--- config.mk ---
export PLATFORM = sky130hd
export DESIGN_NAME = signed_radix_digit_emitter
export DESIGN_NICKNAME = d
export VERILOG_FILES = /design/src/rtl/core/srde_pkg.sv /design/src/rtl/core/signed_radix_digit_emitter.sv /design/src/rtl/core/srde_front.sv /design/src/rtl/core/srde_queue.sv /design/src/rtl/core/srde_back.sv
export SDC_FILE = /design/constraint.sdc
export NUM_CORES = 2
export LEC_CHECK = 0
export BUFFER_PORTS_ARGS = -buffer_cell sky130_fd_sc_hd__buf_4
export CORE_MARGIN = 2
export CORE_UTILIZATION = 45
export DETAILED_ROUTE_END_ITERATION = 16
export HOLD_SLACK_MARGIN = 0.08
export SYNTH_ARGS = -nofsm -noshare
export SYNTH_HDL_FRONTEND = slang
export SYNTH_SLANG_ARGS = --single-unit
--- constraint.sdc ---
create_clock -name clk -period 23.5 [get_ports clk]
set_input_delay 4.7 -clock clk [delete_from_list [all_inputs] [get_ports clk]]
set_output_delay 4.7 -clock clk [all_outputs]
set_load 0.02 [all_outputs]
--- src/rtl/core/srde_pkg.sv ---
package srde_pkg;

    localparam int MAX_RADIX  = 16;
    localparam int VALUE_BITS = 32;

    localparam int CHAR_W      = 8;
    localparam int RADIX_W     = 5;
    localparam int CFG_DATA_W  = 64;
    localparam int CFG_INDEX_W = 2;
    localparam int ALPHA_CHARS = 16;
    localparam int ALPHA_W     = ALPHA_CHARS * CHAR_W;
    localparam int DIGIT_W     = $clog2(MAX_RADIX);

    // Divider: DIV_BITS restoring steps per cycle.
    localparam int DIV_BITS   = 8;
    localparam int DIV_CYCLES = (VALUE_BITS + DIV_BITS - 1) / DIV_BITS;
    localparam int DVD_W      = DIV_CYCLES * DIV_BITS;
    localparam int STEP_W     = (DIV_CYCLES > 1) ? $clog2(DIV_CYCLES) : 1;

    // Digit stack.
    localparam int IDX_W = $clog2(VALUE_BITS);
    localparam int CNT_W = IDX_W + 1;

    // Queue between front and back.
    localparam int Q_DEPTH = 2;
    localparam int Q_PTR_W = $clog2(Q_DEPTH);

    localparam logic [CFG_INDEX_W-1:0] REG_RADIX      = 2'd0;
    localparam logic [CFG_INDEX_W-1:0] REG_ALPHA_LOW  = 2'd1;
    localparam logic [CFG_INDEX_W-1:0] REG_ALPHA_HIGH = 2'd2;

    localparam logic [RADIX_W-1:0]    RADIX_RESET      = 5'd10;
    localparam logic [CFG_DATA_W-1:0] ALPHA_LOW_RESET  = 64'd3978425819141910832;
    localparam logic [CFG_DATA_W-1:0] ALPHA_HIGH_RESET = 64'd14648;

    localparam logic [CHAR_W-1:0] CHAR_PLUS  = 8'h2B;
    localparam logic [CHAR_W-1:0] CHAR_MINUS = 8'h2D;
    localparam logic [CHAR_W-1:0] CTRL_HIGH  = 8'd31;
    localparam logic [CHAR_W-1:0] CHAR_DEL   = 8'd127;

    typedef struct packed {
        logic                  neg;
        logic [VALUE_BITS-1:0] mag;
    } item_t;

    typedef struct packed {
        logic [RADIX_W-1:0] radix;
        logic [ALPHA_W-1:0] alphabet;
    } cfg_t;

endpackage

--- src/rtl/core/signed_radix_digit_emitter.sv ---
// A taken request passes the front stage register and the queue before it reaches
// the digit unit; each digit is then divided out, and characters leave one per
// cycle after that while the receiver pops. Throughput is set by the shared divider
// (8 quotient bits per cycle); the back end loads a new request only when idle.
// Reset: radix 10 with alphabet "0123456789", queue and result register empty.
module signed_radix_digit_emitter (
    input  logic                                   clk,
    input  logic                                   rst_n,
    input  logic                                   push,
    output logic                                   full,
    input  logic signed [srde_pkg::VALUE_BITS-1:0] value,
    output logic                                   empty,
    input  logic                                   pop,
    output logic [srde_pkg::CHAR_W-1:0]            out_char,
    output logic                                   last,
    input  logic                                   cfg_we,
    input  logic [srde_pkg::CFG_INDEX_W-1:0]       cfg_index,
    input  logic [srde_pkg::CFG_DATA_W-1:0]        cfg_data
);
    import srde_pkg::*;

    logic  q_push;
    logic  q_full;
    logic  q_pop;
    logic  q_empty;
    item_t q_in;
    item_t q_out;
    cfg_t  cfg;

    srde_front u_front (
        .clk       (clk),
        .rst_n     (rst_n),
        .push      (push),
        .full      (full),
        .value     (value),
        .cfg_we    (cfg_we),
        .cfg_index (cfg_index),
        .cfg_data  (cfg_data),
        .q_push    (q_push),
        .q_item    (q_in),
        .q_full    (q_full),
        .cfg       (cfg)
    );

    srde_queue u_queue (
        .clk      (clk),
        .rst_n    (rst_n),
        .push     (q_push),
        .item_in  (q_in),
        .full     (q_full),
        .pop      (q_pop),
        .item_out (q_out),
        .empty    (q_empty)
    );

    srde_back u_back (
        .clk      (clk),
        .rst_n    (rst_n),
        .q_empty  (q_empty),
        .q_pop    (q_pop),
        .q_item   (q_out),
        .cfg      (cfg),
        .empty    (empty),
        .pop      (pop),
        .out_char (out_char),
        .last     (last)
    );

endmodule

--- src/rtl/core/srde_front.sv ---
module srde_front (
    input  logic                                clk,
    input  logic                                rst_n,
    input  logic                                push,
    output logic                                full,
    input  logic signed [srde_pkg::VALUE_BITS-1:0] value,
    input  logic                                cfg_we,
    input  logic [srde_pkg::CFG_INDEX_W-1:0]    cfg_index,
    input  logic [srde_pkg::CFG_DATA_W-1:0]     cfg_data,
    output logic                                q_push,
    output srde_pkg::item_t                     q_item,
    input  logic                                q_full,
    output srde_pkg::cfg_t                      cfg
);
    import srde_pkg::*;

    logic [RADIX_W-1:0]    radix_reg, radix_next;
    logic [CFG_DATA_W-1:0] alpha_low_reg, alpha_low_next;
    logic [CFG_DATA_W-1:0] alpha_high_reg, alpha_high_next;
    logic                  cfg_ok_reg, cfg_ok_next;
    logic                  stage_valid_reg, stage_valid_next;
    logic [VALUE_BITS-1:0] stage_value_reg;
    logic [ALPHA_W-1:0]    alphabet;
    logic                  advance;
    logic                  accept;

    assign alphabet = {alpha_high_reg, alpha_low_reg};
    assign cfg.radix    = radix_reg;
    assign cfg.alphabet = alphabet;

    always_comb
    begin
        radix_next      = radix_reg;
        alpha_low_next  = alpha_low_reg;
        alpha_high_next = alpha_high_reg;
        if (cfg_we)
        begin
            case (cfg_index)
                REG_RADIX:      radix_next      = cfg_data[RADIX_W-1:0];
                REG_ALPHA_LOW:  alpha_low_next  = cfg_data;
                REG_ALPHA_HIGH: alpha_high_next = cfg_data;
                default:        ;
            endcase
        end
    end

    // Alphabet check over the used characters; registered, so it is settled
    // before any item that follows a register write reaches the queue.
    always_comb
    begin
        logic [CHAR_W-1:0] ch;
        cfg_ok_next = (radix_reg >= RADIX_W'(2)) && (radix_reg <= RADIX_W'(MAX_RADIX));
        for (int i = 0; i < ALPHA_CHARS; i++)
        begin
            ch = alphabet[i*CHAR_W +: CHAR_W];
            if (RADIX_W'(i) < radix_reg)
            begin
                if (ch == CHAR_PLUS || ch == CHAR_MINUS || ch <= CTRL_HIGH || ch == CHAR_DEL)
                    cfg_ok_next = 1'b0;
            end
            for (int j = i + 1; j < ALPHA_CHARS; j++)
            begin
                if (RADIX_W'(j) < radix_reg && alphabet[j*CHAR_W +: CHAR_W] == ch)
                    cfg_ok_next = 1'b0;
            end
        end
    end

    // A request under a bad radix or alphabet is dropped instead of queued.
    assign advance = !cfg_ok_reg || !q_full;
    assign full    = stage_valid_reg && !advance;
    assign accept  = push && !full;
    assign q_push  = stage_valid_reg && cfg_ok_reg && !q_full;

    assign q_item.neg = stage_value_reg[VALUE_BITS-1];
    assign q_item.mag = stage_value_reg[VALUE_BITS-1] ? (~stage_value_reg + 1'b1)
                                                      : stage_value_reg;

    always_comb
    begin
        stage_valid_next = stage_valid_reg;
        if (accept)
            stage_valid_next = 1'b1;
        else if (advance)
            stage_valid_next = 1'b0;
    end

    always_ff @(posedge clk or negedge rst_n)
    begin
        if (!rst_n)
        begin
            radix_reg       <= RADIX_RESET;
            alpha_low_reg   <= ALPHA_LOW_RESET;
            alpha_high_reg  <= ALPHA_HIGH_RESET;
            cfg_ok_reg      <= 1'b1;
            stage_valid_reg <= 1'b0;
        end
        else
        begin
            radix_reg       <= radix_next;
            alpha_low_reg   <= alpha_low_next;
            alpha_high_reg  <= alpha_high_next;
            cfg_ok_reg      <= cfg_ok_next;
            stage_valid_reg <= stage_valid_next;
        end
    end

    always_ff @(posedge clk)
    begin
        if (accept)
            stage_value_reg <= value;
    end

endmodule

--- src/rtl/core/srde_queue.sv ---
module srde_queue (
    input  logic            clk,
    input  logic            rst_n,
    input  logic            push,
    input  srde_pkg::item_t item_in,
    output logic            full,
    input  logic            pop,
    output srde_pkg::item_t item_out,
    output logic            empty
);
    import srde_pkg::*;

    item_t              entries [Q_DEPTH];
    logic [Q_PTR_W-1:0] wr_ptr_reg, wr_ptr_next;
    logic [Q_PTR_W-1:0] rd_ptr_reg, rd_ptr_next;
    logic [Q_PTR_W:0]   count_reg, count_next;
    logic               do_push;
    logic               do_pop;

    assign full     = (count_reg == (Q_PTR_W+1)'(Q_DEPTH));
    assign empty    = (count_reg == '0);
    assign do_push  = push && !full;
    assign do_pop   = pop && !empty;
    assign item_out = entries[rd_ptr_reg];

    always_comb
    begin
        wr_ptr_next = wr_ptr_reg;
        rd_ptr_next = rd_ptr_reg;
        count_next  = count_reg;
        if (do_push)
            wr_ptr_next = (wr_ptr_reg == Q_PTR_W'(Q_DEPTH - 1)) ? '0 : wr_ptr_reg + 1'b1;
        if (do_pop)
            rd_ptr_next = (rd_ptr_reg == Q_PTR_W'(Q_DEPTH - 1)) ? '0 : rd_ptr_reg + 1'b1;
        if (do_push && !do_pop)
            count_next = count_reg + 1'b1;
        else if (do_pop && !do_push)
            count_next = count_reg - 1'b1;
    end

    always_ff @(posedge clk or negedge rst_n)
    begin
        if (!rst_n)
        begin
            wr_ptr_reg <= '0;
            rd_ptr_reg <= '0;
            count_reg  <= '0;
        end
        else
        begin
            wr_ptr_reg <= wr_ptr_next;
            rd_ptr_reg <= rd_ptr_next;
            count_reg  <= count_next;
        end
    end

    always_ff @(posedge clk)
    begin
        if (do_push)
            entries[wr_ptr_reg] <= item_in;
    end

endmodule

--- src/rtl/core/srde_back.sv ---
module srde_back (
    input  logic                        clk,
    input  logic                        rst_n,
    input  logic                        q_empty,
    output logic                        q_pop,
    input  srde_pkg::item_t             q_item,
    input  srde_pkg::cfg_t              cfg,
    output logic                        empty,
    input  logic                        pop,
    output logic [srde_pkg::CHAR_W-1:0] out_char,
    output logic                        last
);
    import srde_pkg::*;

    localparam logic [1:0] ST_IDLE = 2'd0;
    localparam logic [1:0] ST_DIV  = 2'd1;
    localparam logic [1:0] ST_SIGN = 2'd2;
    localparam logic [1:0] ST_EMIT = 2'd3;

    logic [1:0]         state_reg, state_next;
    logic [DVD_W-1:0]   dvd_reg, dvd_next;
    logic [DIGIT_W-1:0] rem_reg, rem_next;
    logic [STEP_W-1:0]  step_reg, step_next;
    logic               neg_reg, neg_next;
    logic [CNT_W-1:0]   dig_cnt_reg, dig_cnt_next;
    logic [DIGIT_W-1:0] digits [VALUE_BITS];
    logic               out_valid_reg, out_valid_next;
    logic [CHAR_W-1:0]  out_char_reg, out_char_next;
    logic               out_last_reg, out_last_next;

    logic [DVD_W-1:0]   div_quo;
    logic [DIGIT_W-1:0] div_rem;
    logic [DIGIT_W:0]   base;
    logic               out_free;
    logic               digit_wr;
    logic [CNT_W-1:0]   dig_cnt_m1;
    logic [DIGIT_W-1:0] cur_digit;

    assign empty    = !out_valid_reg;
    assign out_char = out_char_reg;
    assign last     = out_last_reg;
    assign out_free = !out_valid_reg || pop;
    assign q_pop    = (state_reg == ST_IDLE) && !q_empty;

    // The front only passes requests with radix in range, so it fits here.
    assign base = cfg.radix[DIGIT_W:0];

    // DIV_BITS restoring steps; the partial remainder stays below the radix.
    always_comb
    begin
        logic [DIGIT_W:0] r;
        div_quo = dvd_reg;
        div_rem = rem_reg;
        for (int k = 0; k < DIV_BITS; k++)
        begin
            r       = {div_rem, div_quo[DVD_W-1]};
            div_quo = {div_quo[DVD_W-2:0], 1'b0};
            if (r >= base)
            begin
                r          = r - base;
                div_quo[0] = 1'b1;
            end
            div_rem = r[DIGIT_W-1:0];
        end
    end

    assign dig_cnt_m1 = dig_cnt_reg - 1'b1;
    assign cur_digit  = digits[dig_cnt_m1[IDX_W-1:0]];
    assign digit_wr   = (state_reg == ST_DIV) && (step_reg == STEP_W'(DIV_CYCLES - 1));

    always_comb
    begin
        state_next     = state_reg;
        dvd_next       = dvd_reg;
        rem_next       = rem_reg;
        step_next      = step_reg;
        neg_next       = neg_reg;
        dig_cnt_next   = dig_cnt_reg;
        out_valid_next = out_valid_reg;
        out_char_next  = out_char_reg;
        out_last_next  = out_last_reg;

        if (pop)
            out_valid_next = 1'b0;

        case (state_reg)
            ST_IDLE:
            begin
                if (!q_empty)
                begin
                    dvd_next     = DVD_W'(q_item.mag);
                    neg_next     = q_item.neg;
                    rem_next     = '0;
                    step_next    = '0;
                    dig_cnt_next = '0;
                    state_next   = ST_DIV;
                end
            end
            ST_DIV:
            begin
                dvd_next  = div_quo;
                rem_next  = div_rem;
                step_next = step_reg + 1'b1;
                if (digit_wr)
                begin
                    // One digit done: keep dividing the quotient until it is zero.
                    dig_cnt_next = dig_cnt_reg + 1'b1;
                    step_next    = '0;
                    rem_next     = '0;
                    if (div_quo == '0)
                        state_next = neg_reg ? ST_SIGN : ST_EMIT;
                end
            end
            ST_SIGN:
            begin
                if (out_free)
                begin
                    out_valid_next = 1'b1;
                    out_char_next  = CHAR_MINUS;
                    out_last_next  = 1'b0;
                    state_next     = ST_EMIT;
                end
            end
            ST_EMIT:
            begin
                // Digits were stacked least significant first; pop them back.
                if (out_free)
                begin
                    out_valid_next = 1'b1;
                    out_char_next  = cfg.alphabet[CHAR_W*cur_digit +: CHAR_W];
                    out_last_next  = (dig_cnt_reg == CNT_W'(1));
                    dig_cnt_next   = dig_cnt_m1;
                    if (dig_cnt_reg == CNT_W'(1))
                        state_next = ST_IDLE;
                end
            end
            default:
            begin
                state_next = ST_IDLE;
            end
        endcase
    end

    always_ff @(posedge clk or negedge rst_n)
    begin
        if (!rst_n)
        begin
            state_reg     <= ST_IDLE;
            step_reg      <= '0;
            dig_cnt_reg   <= '0;
            out_valid_reg <= 1'b0;
        end
        else
        begin
            state_reg     <= state_next;
            step_reg      <= step_next;
            dig_cnt_reg   <= dig_cnt_next;
            out_valid_reg <= out_valid_next;
        end
    end

    always_ff @(posedge clk)
    begin
        dvd_reg      <= dvd_next;
        rem_reg      <= rem_next;
        neg_reg      <= neg_next;
        out_char_reg <= out_char_next;
        out_last_reg <= out_last_next;
        if (digit_wr)
            digits[dig_cnt_reg[IDX_W-1:0]] <= div_rem;
    end

endmodule

# == After elaboration in Yosys (flattened, before gate mapping) ==
# Memories as Yosys holds them, arrays and structs flattened.
# Cells that the tools add are included.
# op_classes
n_addsub,16
order_cmp,42
n_eq_ne,182
shifts,1
n_mux,208
bitwise_logic,2
n_reduce_logical,207
# ops
op,count
$eq 8x8->1,120
$eq 8x6->1 const B,32
$mux 1,174
$logic_and 1x1->1,131
$eq 8x7->1 const B,16
$le 8x5->1 const B,16
$shiftx 128x8->8,1
$mux 32,2
$pmux 32 s2,1
$logic_or 1x1->1,50
$ge 5x5->1,8
$lt 4x5->1 const A,8
$mux 4,10
$add 32x1->32 const B,1
$logic_not 32->1,1
$not 32->32,1
$sub 4x4->4,8
$lt 3x5->1 const A,4
$mux 2,10
$mux 6,3
$pmux 6 s3,1
$mux 8,2
$pmux 8 s2,1
$eq 2x2->1 const B,5
other kinds (27),52
# totals
regBits,228
ramBits,194
inputBits,103
output_inout_bits,11
wordCells,678
n_memories,2
# memory_table
memory,words,word_bits,read_ports,rd_ports_with_merged_regs,wr,line_no,rtl
u_back.digits,32,4,1,0,1,srde_back.sv:26,logic [DIGIT_W-1:0] digits [VALUE_BITS];
u_queue.entries,2,33,1,0,1,srde_queue.sv:13,item_t entries [Q_DEPTH];

# == Logic depth before layout (Yosys ltp) ==
# depth
depth_word,156
depth_mapped,63
ltp_nobuf,58

# == Hierarchy ==
# From an unflattened synthesis, not the netlist that was laid out.
# hier_totals
hier_cells,3139
hier_area_um2,33056.7
# by_module_without_submodules
mod,instances,cells_each,area_per_inst_um2,seq_area_each_um2
srde_front,1,2167,19663.9,4386.7
srde_back,1,850,10662.7,5500.3
srde_queue,1,122,2730.1,2082.0

# == Worst setup path after synthesis ==
# No wires, ideal clock.
# synth_path
kind,flip-flop to flip-flop
start,register u_front.radix_reg[1]
end,"register u_back.rem_reg[1], data pin"
setup_ns,0.139
t_arrival_ns,13.004
t_required_ns,23.361
slack_ns,10.358
path_stages_with_launch,64
n_path_buf,5
period_less_slack_ns,13.142
path_cell_list,dfstp_2 clkbuf_1 inv_1 ha_1 nor2b_1 o21ai_1 a31oi_1 o21ai_1 a21boi_0 a31oi_1 ha_1 a21o_1 a21o_1 a21o_1 a21o_1 clkbuf_1 mux2i_1 ha_1 (+28 left out) nor2b_1 or2_2 ha_1 o21ai_1 a31oi_1 o21ai_1 nand2b_1 clkbuf_1 mux2_2 inv_1 ha_1 a21o_1 a21o_1 a21oi_1 o21ai_0 inv_1 mux2i_1 and3b_1
# synth_between
elab_chain_cells,18
elab_cells_between_ends,26
cone_classes,add/sub (8); order compare (8); mux (10)
# synth_lines
item,line_no,rtl
start: declaration,srde_front.sv:17,"logic [RADIX_W-1:0] radix_reg, radix_next;"
start signal: assignment,srde_front.sv:100,radix_reg <= radix_next;
$sub 4x4->4 or $ge 5x5->1 (tied branches),"srde_back.sv:60, srde_back.sv:58",
$mux 4,srde_back.sv:58,if (r >= base)
$sub 4x4->4 or $ge 5x5->1 (tied branches),"srde_back.sv:60, srde_back.sv:58",
$mux 4,srde_back.sv:58,
$sub 4x4->4 or $ge 5x5->1 (tied branches),"srde_back.sv:60, srde_back.sv:58",
$mux 4,srde_back.sv:58,
$ge 5x5->1 or $sub 4x4->4 (tied branches),"srde_back.sv:58, srde_back.sv:60",
$mux 4,srde_back.sv:58,
(+3 left out),--,
$mux 4,srde_back.sv:58,
$ge 5x5->1 or $sub 4x4->4 (tied branches),"srde_back.sv:58, srde_back.sv:60",
$mux 4,srde_back.sv:58,
$sub 4x4->4 or $ge 5x5->1 (tied branches),"srde_back.sv:60, srde_back.sv:58",
$mux 4 (*),srde_back.sv:58,
via u_back.div_rem[1],srde_back.sv:32,logic [DIGIT_W-1:0] div_rem;
$mux 4 (*),srde_back.sv:104,if (digit_wr)
$pmux 4 s2 (*),srde_back.sv:86,case (state_reg)
end signal: assignment,srde_back.sv:165,rem_reg <= rem_next;
end: declaration,srde_back.sv:22,"logic [DIGIT_W-1:0] rem_reg, rem_next;"
# Mark *: on every way through the listed nets, which the timed path passes. The rest lies on a longest branch.
# A chain may end at the register's enable or synchronous reset.

# == Final worst setup path ==
# layout_path
start,register u_front.radix_reg[4]
end,"memory u_back.digits[28][3] (netlist bit), data pin"
# layout_between
elab_chain_cells,16
elab_cells_between_ends,23
cone_classes,add/sub (7); order compare (8); mux (8)
# layout_lines
item,line_no
$ge 5x5->1,srde_back.sv:58
$mux 4,srde_back.sv:58
$sub 4x4->4 or $ge 5x5->1 (tied branches),"srde_back.sv:60, srde_back.sv:58"
$mux 4,srde_back.sv:58
$sub 4x4->4 or $ge 5x5->1 (tied branches),"srde_back.sv:60, srde_back.sv:58"
$mux 4,srde_back.sv:58
$sub 4x4->4 or $ge 5x5->1 (tied branches),"srde_back.sv:60, srde_back.sv:58"
$mux 4,srde_back.sv:58
$ge 5x5->1 or $sub 4x4->4 (tied branches),"srde_back.sv:58, srde_back.sv:60"
$mux 4,srde_back.sv:58
$sub 4x4->4 or $ge 5x5->1 (tied branches),"srde_back.sv:60, srde_back.sv:58"
$mux 4,srde_back.sv:58
$sub 4x4->4 or $ge 5x5->1 (tied branches),"srde_back.sv:60, srde_back.sv:58"
$mux 4,srde_back.sv:58
$sub 4x4->4 or $ge 5x5->1 (tied branches),"srde_back.sv:60, srde_back.sv:58"
$mux 4 (*),srde_back.sv:58
via u_back.div_rem[3],srde_back.sv:32
end: declaration,srde_back.sv:26
# Marked as above.

==> results.md <==
- Synthesis instantiated 78 different standard cells from the library.
- For this run, design rule violations remaining after detail routing come to 0.
- The final layout contains 3451 nets.
- The H-tree was split into 2 levels.
- Clock tree synthesis inserted a total of 47 buffers.
- After detailed routing, the average wire length per cell comes to 28.7 µm.
- The latest clock arrival within the worst-skew pair is 0.62 ns.
- The count of flip-flops with a built-in enable after synthesis is 272.
- The count of buffers added on input and output ports is 113.
- The largest single stage delay on the critical path is 0.99 ns.
- In the synthesized netlist, the number of instances is 3344.
- The Yosys step of the flow raised 0 warnings.
- The layer flagged by global routing as most heavily used is met2.
- In the final layout, flip-flops and latches occupy 12000 µm².
- The layout overhead on the synthesized area is 9.25%.
- Setup repair after global routing left no endpoint under its margin.
- The placeable core area is 73000 µm².
- The die covers 75900 µm².
- After detailed routing, the total wire length is 123 mm.
- The library cell appearing most often on the critical path is sky130_fd_sc_hd__a21o_1.
- Counting cells, the worst reg-to-reg path comes to 53.
- The routed via count is 27300.
- In this run, the number of DRC markers left after iteration 0 of detailed routing was 3424.
- From bottom edge to top edge, the die measures 276 µm.
- The number of slew-limit violations in the final report came to 0.
- On the final layout, the worst clock skew is 0.0292 ns.
- The number of hold buffers added after CTS was 0.
- The maximum clock rate is 67.9 MHz.
- After clock tree synthesis, the repair step resized 0 gates.
- Dividing the final minimum period by the clock period gives 62.7%.
- The count of fill cells added during filler insertion is 6553.
- The register with the most flip-flops in the layout has 128 of them.
- The pin count of the biggest net entering global routing is 82.
- The most used flip-flop cell after synthesis is sky130_fd_sc_hd__edfxtp_1.
- The number of nets handed over by synthesis was 3508.
- The number of maximum-capacitance violations is 0.
- Among all stages on the critical path, the largest delay is contributed by sky130_fd_sc_hd__dfrtp_1.
- The die width is 276 µm.
- STA puts the critical path data arrival time at 14.84 ns.
- The critical hold path startpoint is u_queue.rd_ptr_reg.
- The sort of element at the start of the critical path is a flip-flop.
- Setup violations remaining at the end of the flow were counted as 0.
- The via count normalized by instance count is 6.37.
- The overflow left after global routing is 0.
- The type of destination of the critical path is a flip-flop.
- For this configuration, the core starts out at a cell density of 45.5%.
- The root buffer cell is sky130_fd_sc_hd__clkbuf_16.
- The number of global-route vias before repair is 26700.
- The tree built by TritonCTS fans out to 422 sinks.
- The floorplan has 99 rows.
- The maximum fanout encountered on the critical timing path is 32.
- 114 I/O pins were placed.
- The number of buffers on the longest clock path is 3.
- The cell depth of the worst min-delay path is 1.
- Summing the sequential cell areas from Yosys gives 36.1% of the chip area.
- The count of nets left with antenna violations once routing finished came out at 0.
- The routing usage on met2 is 50.9%.
- In this run the register-to-register setup slack is 8.77 ns.
- Headroom to the max-slew limit came out at 8.17%.
- Routability-driven placement finished with a final weighted congestion of 0.994.
- The final total negative setup slack is 0 ns.
- The global-route track usage on met1 is 40.8%.
- At the pin with the least slew margin, the transition time is 1.38 ns.
- The final number of hold-violating endpoints is 0.
- The synthesized design contains 422 register bits.
- The endpoint identified for the worst register-to-register timing path is u_back.digits[28][3].
- The type of the most critical hold path is flip-flop to flip-flop.
- In this run the cell area of the synthesized design comes to 33200 µm².
- The clock tree from TritonCTS is yes.
- The flow ran to the end, and the final reports show no timing, DRC or antenna violations.
- The shortest period the worst path allows is 14.73 ns.
- The post-route netlist has 16.0% of its cells at a drive strength greater than 1.
- The critical path data required time is 23.61 ns.
- Summing all multi-input logic gate instances after layout gives 19500 µm².
- The critical path is of the flip-flop to flip-flop type.
- Post-CTS timing repair inserted 0 buffers for setup.
- The worst hold path terminates at u_queue.rd_ptr_reg.
- Across every metal layer, demand over resource in global routing totals 32.0%.
- The met3 track demand over resource in global routing is 6.27%.
- After clock tree synthesis, the clock-pin slew on the worst setup and hold paths is 0.07 ns.
- The global-route wire length before repair is 180 mm.
- The critical register-to-register path startpoint is u_front.radix_reg[4].
- Detailed placement ended at an HPWL of 78.6 mm.
- Averaged over all synthesized cells, the footprint is 9.92 µm².
- The number of antenna violations at the first check in global routing came to 4.
- The first-pass iteration count of the detailed router is 8.
- Hold is met by 0.474 ns.
- The async set-reset flop share out of synthesis is 35.5%.
==> critical path, delay by kind of cell, from the launching register on <==
family	cells	cell delay [ns]
DFF	1	0.99
buffers and inverters	3	0.96
and+or+nand+nor	10	2.27
muxes	3	1.21
AOI/OAI and AO/OA	29	6.06
adders and majority gates	8	2.69
==> layer usage <==
layer	share of wire, %	wire (µm)
met1	39	47500
met2	45	55800
met3	9.5	11600
met4	6.6	8070
met5	0.018	22
==> stage by stage <==
stage	area (µm²)	util, %	setup WS, ns	cells
after detailed placement	34700	47.6	8.90	4197
final	36300	49.7	8.77	4285
after CTS	36200	49.7	8.81	4284
after floorplan	33200	-	10.36	3344
after global routing	36200	49.7	7.48	4284
after global placement	34700	47.6	9.20	4197
==> cells in the final DEF (no fill, tap or decap), drive strengths merged, types with 14 or more instances in the layout <==
cell type  synthesis  routed
a211oi            14      14
a21o              17      17
a21oi             53      53
a31oi             31      31
buf              237     241
clkbuf           110      72
dfrtp            112     112
dfstp             38      38
edfxtp           272     272
ha                53      53
inv               59      60
mux2             145     145
mux2i             79      79
mux4              16      16
nand2            137     137
nand2b            15      15
nand3            118     118
nand3b            22      22
nand4            152     152
nor2              80      80
nor3              48      48
nor3b             34      34
nor4             129     129
o21ai            144     144
o22ai             16      16
o31ai             29      29
xnor2            554     554
xor2             460     460
==> cell families (layout without fill, tap and decap cells) <==
kind of cell | count (synthesis) | in the layout | synth area share [%]
and+or+nand+nor | 798 | 798 | 13.2
AOI/OAI and AO/OA | 403 | 403 | 7.85
adders and majority gates | 61 | 61 | 2.48
other | 0 | 1 | 0
buffers and inverters | 406 | 387 | 5.19
xor gates and xnor gates | 1014 | 1014 | 26.8
DFF | 422 | 422 | 36.1
muxes | 240 | 240 | 8.39
==> how the worst max path moves through the flow <==
stage,startpoint,endpoint,slack (ns),cells past startpoint
after CTS,u_front.radix_reg[4],u_back.digits[28][3],8.81,53
after floorplan,u_front.radix_reg[1],u_back.rem_reg[1],10.36,63
final,u_front.radix_reg[4],u_back.digits[28][3],8.77,53
after global placement,u_front.radix_reg[4],u_back.digits[16][3],9.20,54
after global routing,u_front.radix_reg[4],u_back.digits[28][3],7.48,53
after detailed placement,u_front.radix_reg[4],u_back.digits[16][3],8.90,53
==> cell type report <==
class,instances,area share [%]
Sequential cell,422,33.0
Clock inverter,15,0.487
Tap cell,959,3.31
Clock buffer,72,3.67
Multi-Input combinational cell,2516,53.9
Inverter,59,0.611
Antenna cell,1,0.00690
Timing Repair Buffer,241,5.00
==> synth_stat cells, drive strengths merged, types with 9 or more instances <==
cell	n	share of area, %
mux2i	79	2.4
a31oi	31	0.58
dfstp	38	3.0
nor4b	10	0.26
nor3	48	0.74
mux4	16	1.1
o31ai	29	0.66
a22oi	12	0.29
nor4	129	2.4
nand3	118	1.8
nand2b	15	0.28
a211oi	14	0.32
a41oi	12	0.32
edfxtp	272	25
or3	10	0.19
or2	9	0.17
nor2	80	0.95
nand4	152	2.9
nand3b	22	0.50
a32o	9	0.27
or4	12	0.27
nand2	137	1.5
mux2	145	4.9
a21oi	53	0.80
nor3b	34	0.77
o22ai	16	0.30
inv	59	0.67
xnor2	554	15
a21o	17	0.38
clkbuf	110	1.2
buf	237	3.3
o211ai	9	0.22
xor2	460	12
o41ai	9	0.24
o21ai	144	2.2
dfrtp	112	8.4
ha	53	2.0
Power is left out: the tool's default activity adds up to more than one toggle a clock period on the data nets, which glitch-free logic cannot reach.
